**config.mk**
```make
export PLATFORM = sky130hd
export DESIGN_NAME = subtitle_tag_stripper
export DESIGN_NICKNAME = d
export VERILOG_FILES = /design/src/rtl/sts_pkg.sv /design/src/rtl/sts_tag_mem.sv /design/src/rtl/sts_out_buf.sv /design/src/rtl/subtitle_tag_stripper.sv
export VERILOG_INCLUDE_DIRS = /design/src /design/src/rtl
export SDC_FILE = /design/constraint.sdc
export NUM_CORES = 1
export LEC_CHECK = 0
export BUFFER_PORTS_ARGS = -buffer_cell sky130_fd_sc_hd__buf_2
export CORE_MARGIN = 3
export CORE_UTILIZATION = 62
export CTS_CLUSTER_DIAMETER = 100
export DETAILED_ROUTE_END_ITERATION = 10
export PLACE_DENSITY = 0.79
export SETUP_SLACK_MARGIN = 0.2
export SYNTH_ARGS = -nofsm -noshare
export SYNTH_HDL_FRONTEND = slang
export SYNTH_HIERARCHICAL = 1
export SYNTH_SLANG_ARGS = --single-unit
```
**constraint.sdc**
```tcl
create_clock -name clk -period 4.8 [get_ports clk]
set_clock_uncertainty 0.1 [all_clocks]
set_input_delay 0 -clock clk [delete_from_list [all_inputs] [get_ports clk]]
set_output_delay 0 -clock clk [all_outputs]
set_load 0.03 [all_outputs]
```
**src/rtl/subtitle_tag_stripper_assert.svh**
```systemverilog
// assertion helpers for the subtitle tag stripper
// the including module provides clk and rst
`ifndef SUBTITLE_TAG_STRIPPER_ASSERT_SVH
`define SUBTITLE_TAG_STRIPPER_ASSERT_SVH

// same-cycle implication
`define STS_ASSERT_IMP(lbl, ante, cons, msg) \
  lbl: assert property (@(posedge clk) disable iff (rst) (ante) |-> (cons)) \
    else $error(msg);

// next-cycle implication
`define STS_ASSERT_NXT(lbl, ante, cons, msg) \
  lbl: assert property (@(posedge clk) disable iff (rst) (ante) |=> (cons)) \
    else $error(msg);

`endif

```
**src/rtl/sts_pkg.sv**
```systemverilog
package sts_pkg;

  // item kinds
  localparam logic [1:0] KIND_TEXT  = 2'd0;
  localparam logic [1:0] KIND_END   = 2'd1;
  localparam logic [1:0] KIND_CLEAR = 2'd2;

  // characters of interest
  localparam logic [7:0] CH_LBRACE = 8'h7B;
  localparam logic [7:0] CH_RBRACE = 8'h7D;
  localparam logic [7:0] CH_BSLASH = 8'h5C;
  localparam logic [7:0] CH_UP_N   = 8'h4E;
  localparam logic [7:0] CH_LO_N   = 8'h6E;
  localparam logic [7:0] CH_LO_H   = 8'h68;
  localparam logic [7:0] CH_LO_P   = 8'h70;
  localparam logic [7:0] CH_ZERO   = 8'h30;
  localparam logic [7:0] CH_NINE   = 8'h39;
  localparam logic [7:0] CH_NL     = 8'h0A;
  localparam logic [7:0] CH_SPACE  = 8'h20;

  // capacity after reset
  localparam logic [15:0] CAP_RESET = 16'd499;

  typedef struct packed {
    logic [1:0] kind;
    logic [7:0] in_byte;
  } in_item_t;

  typedef struct packed {
    logic [7:0]  out_byte;
    logic        has_byte;
    logic        last;
    logic        tag_overflow;
    logic [15:0] bytes_kept;
  } out_item_t;

endpackage

```
**src/rtl/sts_tag_mem.sv**
```systemverilog
module sts_tag_mem #(
  parameter int DEPTH = 48,
  parameter int AW    = 6
) (
  input  logic          clk,
  input  logic          we,
  input  logic [AW-1:0] waddr,
  input  logic [7:0]    wdata,
  input  logic          re,
  input  logic [AW-1:0] raddr,
  output logic [7:0]    rdata
);

  logic [7:0] mem [DEPTH];

  // write port
  always_ff @(posedge clk) begin
    if (we) begin
      mem[waddr] <= wdata;
    end
  end

  // registered read port
  always_ff @(posedge clk) begin
    if (re) begin
      rdata <= mem[raddr];
    end
  end

endmodule

```
**src/rtl/sts_out_buf.sv**
```systemverilog
module sts_out_buf (
  input  logic               clk,
  input  logic               rst,
  input  logic               push,
  input  sts_pkg::out_item_t push_item,
  output logic               full,
  output logic               out_valid,
  input  logic               out_ready,
  output sts_pkg::out_item_t out_item
);
  import sts_pkg::*;

  out_item_t slots [2];
  logic      wptr;
  logic      rptr;
  logic [1:0] cnt;
  logic      pop;

  assign pop       = out_valid && out_ready;
  assign full      = (cnt == 2'd2);
  assign out_valid = (cnt != 2'd0);
  assign out_item  = slots[rptr];

  // pointers and fill level
  always_ff @(posedge clk) begin
    if (rst) begin
      wptr <= 1'b0;
      rptr <= 1'b0;
      cnt  <= 2'd0;
    end else begin
      if (push) begin
        wptr <= ~wptr;
      end
      if (pop) begin
        rptr <= ~rptr;
      end
      cnt <= cnt + {1'b0, push} - {1'b0, pop};
    end
  end

  // payload slots
  always_ff @(posedge clk) begin
    if (push) begin
      slots[wptr] <= push_item;
    end
  end

endmodule

```
**src/rtl/subtitle_tag_stripper.sv**
```systemverilog
// channel   direction  handshake             payload
// in        input      in_valid / in_ready   in_item (kind, in_byte)
// out       output     out_valid / out_ready out_item (out_byte .. bytes_kept)
// cfg       input      cfg_we                cfg_wdata (out_capacity)
//
// a text item giving two results emits the second one from the S_SECOND state
// end of string replays the stored tag bytes, each one read from the tag store
// in S_RD and emitted in S_EMIT
// rst is synchronous active high, clears parse state and count, sets capacity to 499
// a two-entry output buffer holds results; input stalls only while it is full
// or while the block is still emitting results of an earlier item
`include "subtitle_tag_stripper_assert.svh"

module subtitle_tag_stripper #(
  parameter int TAG_DEPTH = 48
) (
  input  logic               clk,
  input  logic               rst,
  input  logic               in_valid,
  output logic               in_ready,
  input  sts_pkg::in_item_t  in_item,
  output logic               out_valid,
  input  logic               out_ready,
  output sts_pkg::out_item_t out_item,
  input  logic               cfg_we,
  input  logic [15:0]        cfg_wdata
);
  import sts_pkg::*;

  localparam int LW = $clog2(TAG_DEPTH + 1);
  localparam int AW = $clog2(TAG_DEPTH);

  typedef enum logic [3:0] {
    S_IDLE   = 4'b0001,
    S_SECOND = 4'b0010,
    S_RD     = 4'b0100,
    S_EMIT   = 4'b1000
  } state_t;

  state_t      state, state_next;
  logic        inside_tag, inside_tag_next;
  logic        drawing, drawing_next;
  logic        text_bs, text_bs_next;
  logic        tag_bs, tag_bs_next;
  logic        digits, digits_next;
  logic [15:0] count, count_next;
  logic [15:0] capacity;
  logic [LW-1:0] tag_len, tag_len_next;
  logic        tag_ovf, tag_ovf_next;
  logic [7:0]  held_byte, held_byte_next;
  logic [LW-1:0] rep_len, rep_len_next;
  logic        rep_ovf, rep_ovf_next;
  logic [LW-1:0] idx, idx_next;

  logic        accept;
  logic        full;
  logic        below;
  logic [15:0] count_inc;
  logic [LW-1:0] idx_inc;

  logic        emit_req;
  logic [7:0]  emit_byte;
  logic        emit_last;
  logic        emit_ovf;
  logic        bare_req;
  logic        push;
  out_item_t   push_item;

  logic          mem_we;
  logic [AW-1:0] mem_waddr;
  logic [7:0]    mem_wdata;
  logic          mem_re;
  logic [AW-1:0] mem_raddr;
  logic [7:0]    mem_rdata;

  assign in_ready  = (state == S_IDLE) && !full;
  assign accept    = in_valid && in_ready;
  assign below     = (count < capacity);
  assign count_inc = count + 16'd1;
  assign idx_inc   = idx + LW'(1);

  // parser and replay sequencer
  always_comb begin
    logic [7:0] b;
    logic       handled;
    logic       second;
    logic       bs_emit;
    logic [LW-1:0] rlen;
    logic       ovf_e;
    b               = in_item.in_byte;
    handled         = 1'b0;
    second          = 1'b0;
    bs_emit         = 1'b0;
    rlen            = '0;
    ovf_e           = 1'b0;
    state_next      = state;
    inside_tag_next = inside_tag;
    drawing_next    = drawing;
    text_bs_next    = text_bs;
    tag_bs_next     = tag_bs;
    digits_next     = digits;
    count_next      = count;
    tag_len_next    = tag_len;
    tag_ovf_next    = tag_ovf;
    held_byte_next  = held_byte;
    rep_len_next    = rep_len;
    rep_ovf_next    = rep_ovf;
    idx_next        = idx;
    emit_req        = 1'b0;
    emit_byte       = '0;
    emit_last       = 1'b0;
    emit_ovf        = 1'b0;
    bare_req        = 1'b0;
    mem_we          = 1'b0;
    mem_waddr       = '0;
    mem_wdata       = b;
    mem_re          = 1'b0;
    mem_raddr       = idx[AW-1:0];

    unique case (state)
      S_IDLE: begin
        if (accept) begin
          case (in_item.kind)
            KIND_TEXT: begin
              if (inside_tag) begin
                // store the tag byte while there is room
                if (tag_len < LW'(TAG_DEPTH)) begin
                  mem_we       = 1'b1;
                  mem_waddr    = tag_len[AW-1:0];
                  tag_len_next = tag_len + LW'(1);
                end else begin
                  tag_ovf_next = 1'b1;
                end
                if (digits && b >= CH_ZERO && b <= CH_NINE) begin
                  if (b != CH_ZERO) begin
                    drawing_next = 1'b1;
                  end
                end else begin
                  digits_next = 1'b0;
                  if (tag_bs && b == CH_LO_P) begin
                    tag_bs_next  = 1'b0;
                    drawing_next = 1'b0;
                    digits_next  = 1'b1;
                  end else begin
                    tag_bs_next = 1'b0;
                    if (b == CH_RBRACE) begin
                      inside_tag_next = 1'b0;
                    end else if (b == CH_BSLASH) begin
                      tag_bs_next = 1'b1;
                    end
                  end
                end
              end else begin
                // resolve a pending escape first
                if (text_bs) begin
                  text_bs_next = 1'b0;
                  if (b == CH_UP_N || b == CH_LO_N) begin
                    emit_req  = 1'b1;
                    emit_byte = CH_NL;
                    handled   = 1'b1;
                  end else if (b == CH_LO_H) begin
                    emit_req  = 1'b1;
                    emit_byte = CH_SPACE;
                    handled   = 1'b1;
                  end else if (!drawing) begin
                    emit_req  = 1'b1;
                    emit_byte = CH_BSLASH;
                    second    = 1'b1;
                  end
                end
                if (!handled) begin
                  if (b == CH_BSLASH) begin
                    text_bs_next = 1'b1;
                  end else if (b == CH_LBRACE) begin
                    inside_tag_next = 1'b1;
                    tag_ovf_next    = 1'b0;
                    mem_we          = 1'b1;
                    mem_waddr       = '0;
                    tag_len_next    = LW'(1);
                  end else if (!drawing) begin
                    if (second) begin
                      held_byte_next = b;
                      state_next     = S_SECOND;
                    end else begin
                      emit_req  = 1'b1;
                      emit_byte = b;
                    end
                  end
                end
              end
            end
            KIND_END: begin
              bs_emit      = text_bs && !drawing;
              rlen         = inside_tag ? tag_len : '0;
              ovf_e        = inside_tag && tag_ovf;
              rep_len_next = rlen;
              rep_ovf_next = ovf_e;
              idx_next     = '0;
              emit_ovf     = ovf_e;
              if (!below || (!bs_emit && rlen == '0)) begin
                bare_req  = 1'b1;
                emit_last = 1'b1;
              end else if (bs_emit) begin
                emit_req  = 1'b1;
                emit_byte = CH_BSLASH;
                emit_last = (rlen == '0) || (count_inc == capacity);
                if (!emit_last) begin
                  state_next = S_RD;
                end
              end else begin
                state_next = S_RD;
              end
              // parse state back to reset
              inside_tag_next = 1'b0;
              drawing_next    = 1'b0;
              text_bs_next    = 1'b0;
              tag_bs_next     = 1'b0;
              digits_next     = 1'b0;
              tag_len_next    = '0;
              tag_ovf_next    = 1'b0;
            end
            KIND_CLEAR: begin
              count_next = '0;
            end
            default: begin
            end
          endcase
        end
      end
      S_SECOND: begin
        // byte that followed a plain backslash
        if (!full) begin
          emit_req   = 1'b1;
          emit_byte  = held_byte;
          state_next = S_IDLE;
        end
      end
      S_RD: begin
        mem_re     = 1'b1;
        state_next = S_EMIT;
      end
      S_EMIT: begin
        if (!full) begin
          emit_req  = 1'b1;
          emit_byte = mem_rdata;
          emit_ovf  = rep_ovf;
          emit_last = (idx_inc == rep_len) || (count_inc == capacity);
          if (emit_last) begin
            state_next = S_IDLE;
          end else begin
            idx_next   = idx_inc;
            state_next = S_RD;
          end
        end
      end
      default: begin
        state_next = S_IDLE;
      end
    endcase

    // kept bytes advance the count
    if (emit_req && below) begin
      count_next = count_inc;
    end
  end

  // result formation
  assign push = bare_req || (emit_req && below);
  always_comb begin
    push_item.out_byte     = bare_req ? 8'd0 : emit_byte;
    push_item.has_byte     = !bare_req;
    push_item.last         = emit_last;
    push_item.tag_overflow = emit_ovf;
    push_item.bytes_kept   = bare_req ? count : count_inc;
  end

  // control registers
  always_ff @(posedge clk) begin
    if (rst) begin
      state      <= S_IDLE;
      inside_tag <= 1'b0;
      drawing    <= 1'b0;
      text_bs    <= 1'b0;
      tag_bs     <= 1'b0;
      digits     <= 1'b0;
      count      <= '0;
      tag_len    <= '0;
      tag_ovf    <= 1'b0;
      capacity   <= CAP_RESET;
    end else begin
      state      <= state_next;
      inside_tag <= inside_tag_next;
      drawing    <= drawing_next;
      text_bs    <= text_bs_next;
      tag_bs     <= tag_bs_next;
      digits     <= digits_next;
      count      <= count_next;
      tag_len    <= tag_len_next;
      tag_ovf    <= tag_ovf_next;
      if (cfg_we) begin
        capacity <= cfg_wdata;
      end
    end
  end

  // replay bookkeeping
  always_ff @(posedge clk) begin
    held_byte <= held_byte_next;
    rep_len   <= rep_len_next;
    rep_ovf   <= rep_ovf_next;
    idx       <= idx_next;
  end

  sts_tag_mem #(
    .DEPTH (TAG_DEPTH),
    .AW    (AW)
  ) u_tag_mem (
    .clk   (clk),
    .we    (mem_we),
    .waddr (mem_waddr),
    .wdata (mem_wdata),
    .re    (mem_re),
    .raddr (mem_raddr),
    .rdata (mem_rdata)
  );

  sts_out_buf u_out_buf (
    .clk       (clk),
    .rst       (rst),
    .push      (push),
    .push_item (push_item),
    .full      (full),
    .out_valid (out_valid),
    .out_ready (out_ready),
    .out_item  (out_item)
  );

  // checks
  `STS_ASSERT_IMP(a_no_push_full, push, !full, "result pushed into a full buffer")
  `STS_ASSERT_IMP(a_kept_below_cap, push && push_item.has_byte, count < capacity,
    "byte kept past capacity")
  `STS_ASSERT_NXT(a_last_ends_item, push && push_item.last, state == S_IDLE,
    "sequencer busy after final result")
  `STS_ASSERT_IMP(a_store_write_idle, mem_we, state == S_IDLE && !mem_re,
    "tag store written during replay")
  `STS_ASSERT_IMP(a_len_bound, tag_len != '0, tag_len <= LW'(TAG_DEPTH),
    "tag length beyond store depth")

endmodule

```
==> qor.json <==
{
  "synthesis": {
    "synth.top_cells.by_area": "edfxtp_1 62%, mux2i_1 6.4%, dfxtp_1 4.7%, mux4_2 4.0%, nor2_1 2.2%",
    "cell_with_the_most_instances_after_synthesis": "edfxtp_1",
    "yosys_warnings": 6,
    "ys_seq_elements": 520,
    "yosys.cell_types.count": 82,
    "postSynthCellCount": 1495,
    "share_of_synthesized_flip_flops_with_an_asynchronous_set_or_reset": 0,
    "yosys.area.top_type_share": 0.6184,
    "postSynthNetCount": 1547,
    "avgSynthCellArea_um2": 15.17,
    "yosys.area.top_type": "edfxtp_1",
    "synth-seq-area-share": 0.6652,
    "synth_top_cells_by_count": "467 x edfxtp_1, 146 x mux2i_1, 132 x nor2_1",
    "synth.cell_area_um2": 22680,
    "synth_ff_type": "edfxtp_1",
    "synth-edff-count": 467
  },
  "clocking": {
    "clock-sinks": 520,
    "cts_htree_levels": 2,
    "cts_made_buffers": 51,
    "cts_root_buf": "clkbuf_16",
    "cts_tree": "yes",
    "cts-resized-gates": 0,
    "cts-root-to-sink-buffers": 3,
    "clock_slew_at_reported_path_ffs_ns": 0.06,
    "clk_latency_ns": 0.57
  },
  "worst_setup_path": {
    "worstPathCellList": "dlygate4sd3_1 > buf_2 > nand4b_1 > or2_2 > nor2_1 > nor2_1 > nor2_1 > nor2b_1 > nand3_1 > nor2_1",
    "worst-path-buf-inv": 2,
    "worst_path_largest_cell_delay_ns": 0.71,
    "timing.critical_path.slowest_stage_cell": "nor2_1",
    "worstPathMaxFanout": 14,
    "critical_path_endpoint_category": "flip-flop",
    "cp_data_arrival_time_ns": 3.80,
    "cp.depth": 10,
    "worstRegToRegCells": 7,
    "cpMostUsedCell": "nor2_1",
    "required_ns": 4.89,
    "timing.setup.critical_path_class": "in2reg",
    "timing.critical_path.max_delay_family": "simple AND/OR/NAND/NOR gates",
    "crit_path_start_kind": "input port",
    "worst-r2r-setup-slack_ns": 1.10
  },
  "detailed_routing": {
    "drt_first_pass_iters": 6,
    "detail_route.wirelength_mm": 51.76,
    "route.detailed.drc": 0,
    "first_iter_violations": 1534,
    "route.vias.total": 13540,
    "dr_wl_met3_mm": 4.768,
    "wl_per_cell_um": 24.44,
    "vias_per_cell": 6.392,
    "met2_wirelength_mm": 24.79,
    "m1WireLength_mm": 20.83,
    "topRoutingLayerUsed": "met4",
    "ant_nets": 0
  },
  "die": {
    "row_count": 69,
    "chipHeight_um": 197.2,
    "design.die.area_um2": 38910,
    "floorplan.io_pins": 60,
    "die_width_um": 197.2,
    "start_util": 0.6329,
    "core_area_um2": 35830
  },
  "place": {
    "detailedPlacementHpwl_mm": 32.41,
    "port-buffer-count": 59,
    "gp_congestion": 0.9534
  },
  "finish": {
    "synthToLayoutAreaGrowth_pct": 12.75,
    "post_route_cells_drive_above_1_share": 0.1679,
    "nNetsFinal": 1665,
    "layout.filler_cells": 2178
  },
  "timing": {
    "setup_tns_ns": 0,
    "grt_setup_unrepaired": "false",
    "worst_pin_slew_ns": 1.199,
    "final_slew_violations": 0,
    "time_the_worst_path_needs_with_i_o_delays_and_setup_ns": 3.710,
    "slew_headroom": 0.1987,
    "timing.final.crit_share": 0.7730,
    "max_clock_freq_ghz": 0.2695,
    "setup_failing_eps_final": 0,
    "final_hold_viol_count": 0,
    "hold_ws_ns": 0.04555
  },
  "global_route": {
    "grt_pass1_wl_mm": 79.29,
    "number_of_global_route_vias_before_repair": 13290,
    "groute.usage.overall": 0.2677,
    "grt_start_max_net_pins": 60,
    "grt_antenna_before_repair": 1,
    "globalRouteOverflowTotal": 0
  },
  "power_and_ir_drop": {
    "power.ir.vdd_worst_mv": 0.3709,
    "cellLeakagePower_uw": 0.009003,
    "power.density_nw_per_um2": 414.9,
    "fin_total_pwr_uw": 10610
  },
  "run_status": {
    "status": "finished, final reports clean"
  },
  "min_path": {
    "worst_hold_path_type": "in2reg",
    "hold-path-cell-count": 2
  },
  "run": {
    "maxCapViolCount": 0
  }
}
[power breakdown]
part	internal, µW	leakage, µW	total, µW	switching, µW
combinational	572	0.00354	1450	881
sequential	5070	0.00464	5150	82.2
clock	2360	0.000820	4000	1640
[timing repair]
| item | 4_1_cts | 5_1_grt |
|---|---|---|
| hold buffers | 61 | 0 |
| hold endpoints to repair | 80 | 0 |
| endpoints found under the setup margin | 0 | 0 |
| buffers inserted | 0 | 0 |
[metrics by stage]
step | utilization | instances | area, µm² | worst slack [ns]
6_report | 0.7136 | 2118 | 25570 | 1.090
5_1_grt | 0.7136 | 2118 | 25570 | 0.8099
4_1_cts | 0.7135 | 2117 | 25560 | 1.198
3_5_place_dp | 0.6491 | 1960 | 23260 | 1.185
3_3_place_gp | 0.6491 | 1960 | 23260 | 1.316
2_1_floorplan | - | 1495 | 22680 | 1.138
[cells in the final DEF (no fill, tap or decap), drive strengths merged, types with 26 or more instances in the layout]
cell type / instances
xor2: 26
inv: 30
mux4: 40
nor2: 133
mux2i: 146
mux2: 30
o21ai: 30
nand2: 57
buf: 88
a22oi: 39
nand3: 28
clkbuf: 68
edfxtp: 467
dlygate4sd3: 61
dfxtp: 53
a21oi: 55
[metal layers]
metal / vias to the layer above / track usage
met5: - / 0
met4: 0 / 0.07207
met3: 105 / 0.05509
met2: 692 / 0.4311
met1: 6711 / 0.3797
li1: 6030 / -
[sequential cells by signal, indices dropped and copies added (netlist names), named ones only]
register,flops
drawing,1
held_byte,8
tag_len,6
tag_ovf,1
u_tag_mem/rdata,8
digits,1
idx,6
rep_ovf,1
state,4
text_bs,1
u_out_buf/wptr,1
rep_len,6
u_out_buf/cnt,2
tag_bs,1
inside_tag,1
u_tag_mem/mem,384
u_out_buf/slots,54
count,16
u_out_buf/rptr,1
capacity,16
[cell type report]
type                       count  area, µm²  area share
clock inverter                28      305.3     0.01194
inverter                      29      108.9    0.004258
multi-input combinational    862       6962      0.2723
clock buffer                  68       1391     0.05442
sequential                   520      15080      0.5900
antenna                        1      2.502  0.00009788
tap                          461      576.8     0.02256
timing repair buffer         149       1136     0.04444
[worst paths after layout]
kind / startpoint / endpoint
worst min-delay path: in_item[6] / u_tag_mem/mem[46][6]$_DFFE_PP_
worst min register to register: tag_ovf$_SDFFE_PP0P_ / tag_ovf$_SDFFE_PP0P_
worst max-delay path: in_item[7] / u_tag_mem/mem[37][2]$_DFFE_PP_
worst max register to register: state[0]$_SDFFE_PP1P_ / u_tag_mem/mem[43][4]$_DFFE_PP_
[cell families (layout without fill, tap and decap cells)]
kind of cell / count (synthesis) / in the layout / synth area share
multiplexers: 216 / 216 / 0.1224
adder cells (fa/ha/maj): 21 / 21 / 0.01159
AND/OR/NAND/NOR: 359 / 359 / 0.08078
flip-flops: 520 / 520 / 0.6652
AO/OA/AOI/OAI: 219 / 219 / 0.07305
buffers and inverters: 113 / 274 / 0.02825
other: 0 / 1 / 0
XOR/XNOR: 47 / 47 / 0.01876
(Power assumes the default switching activity.)
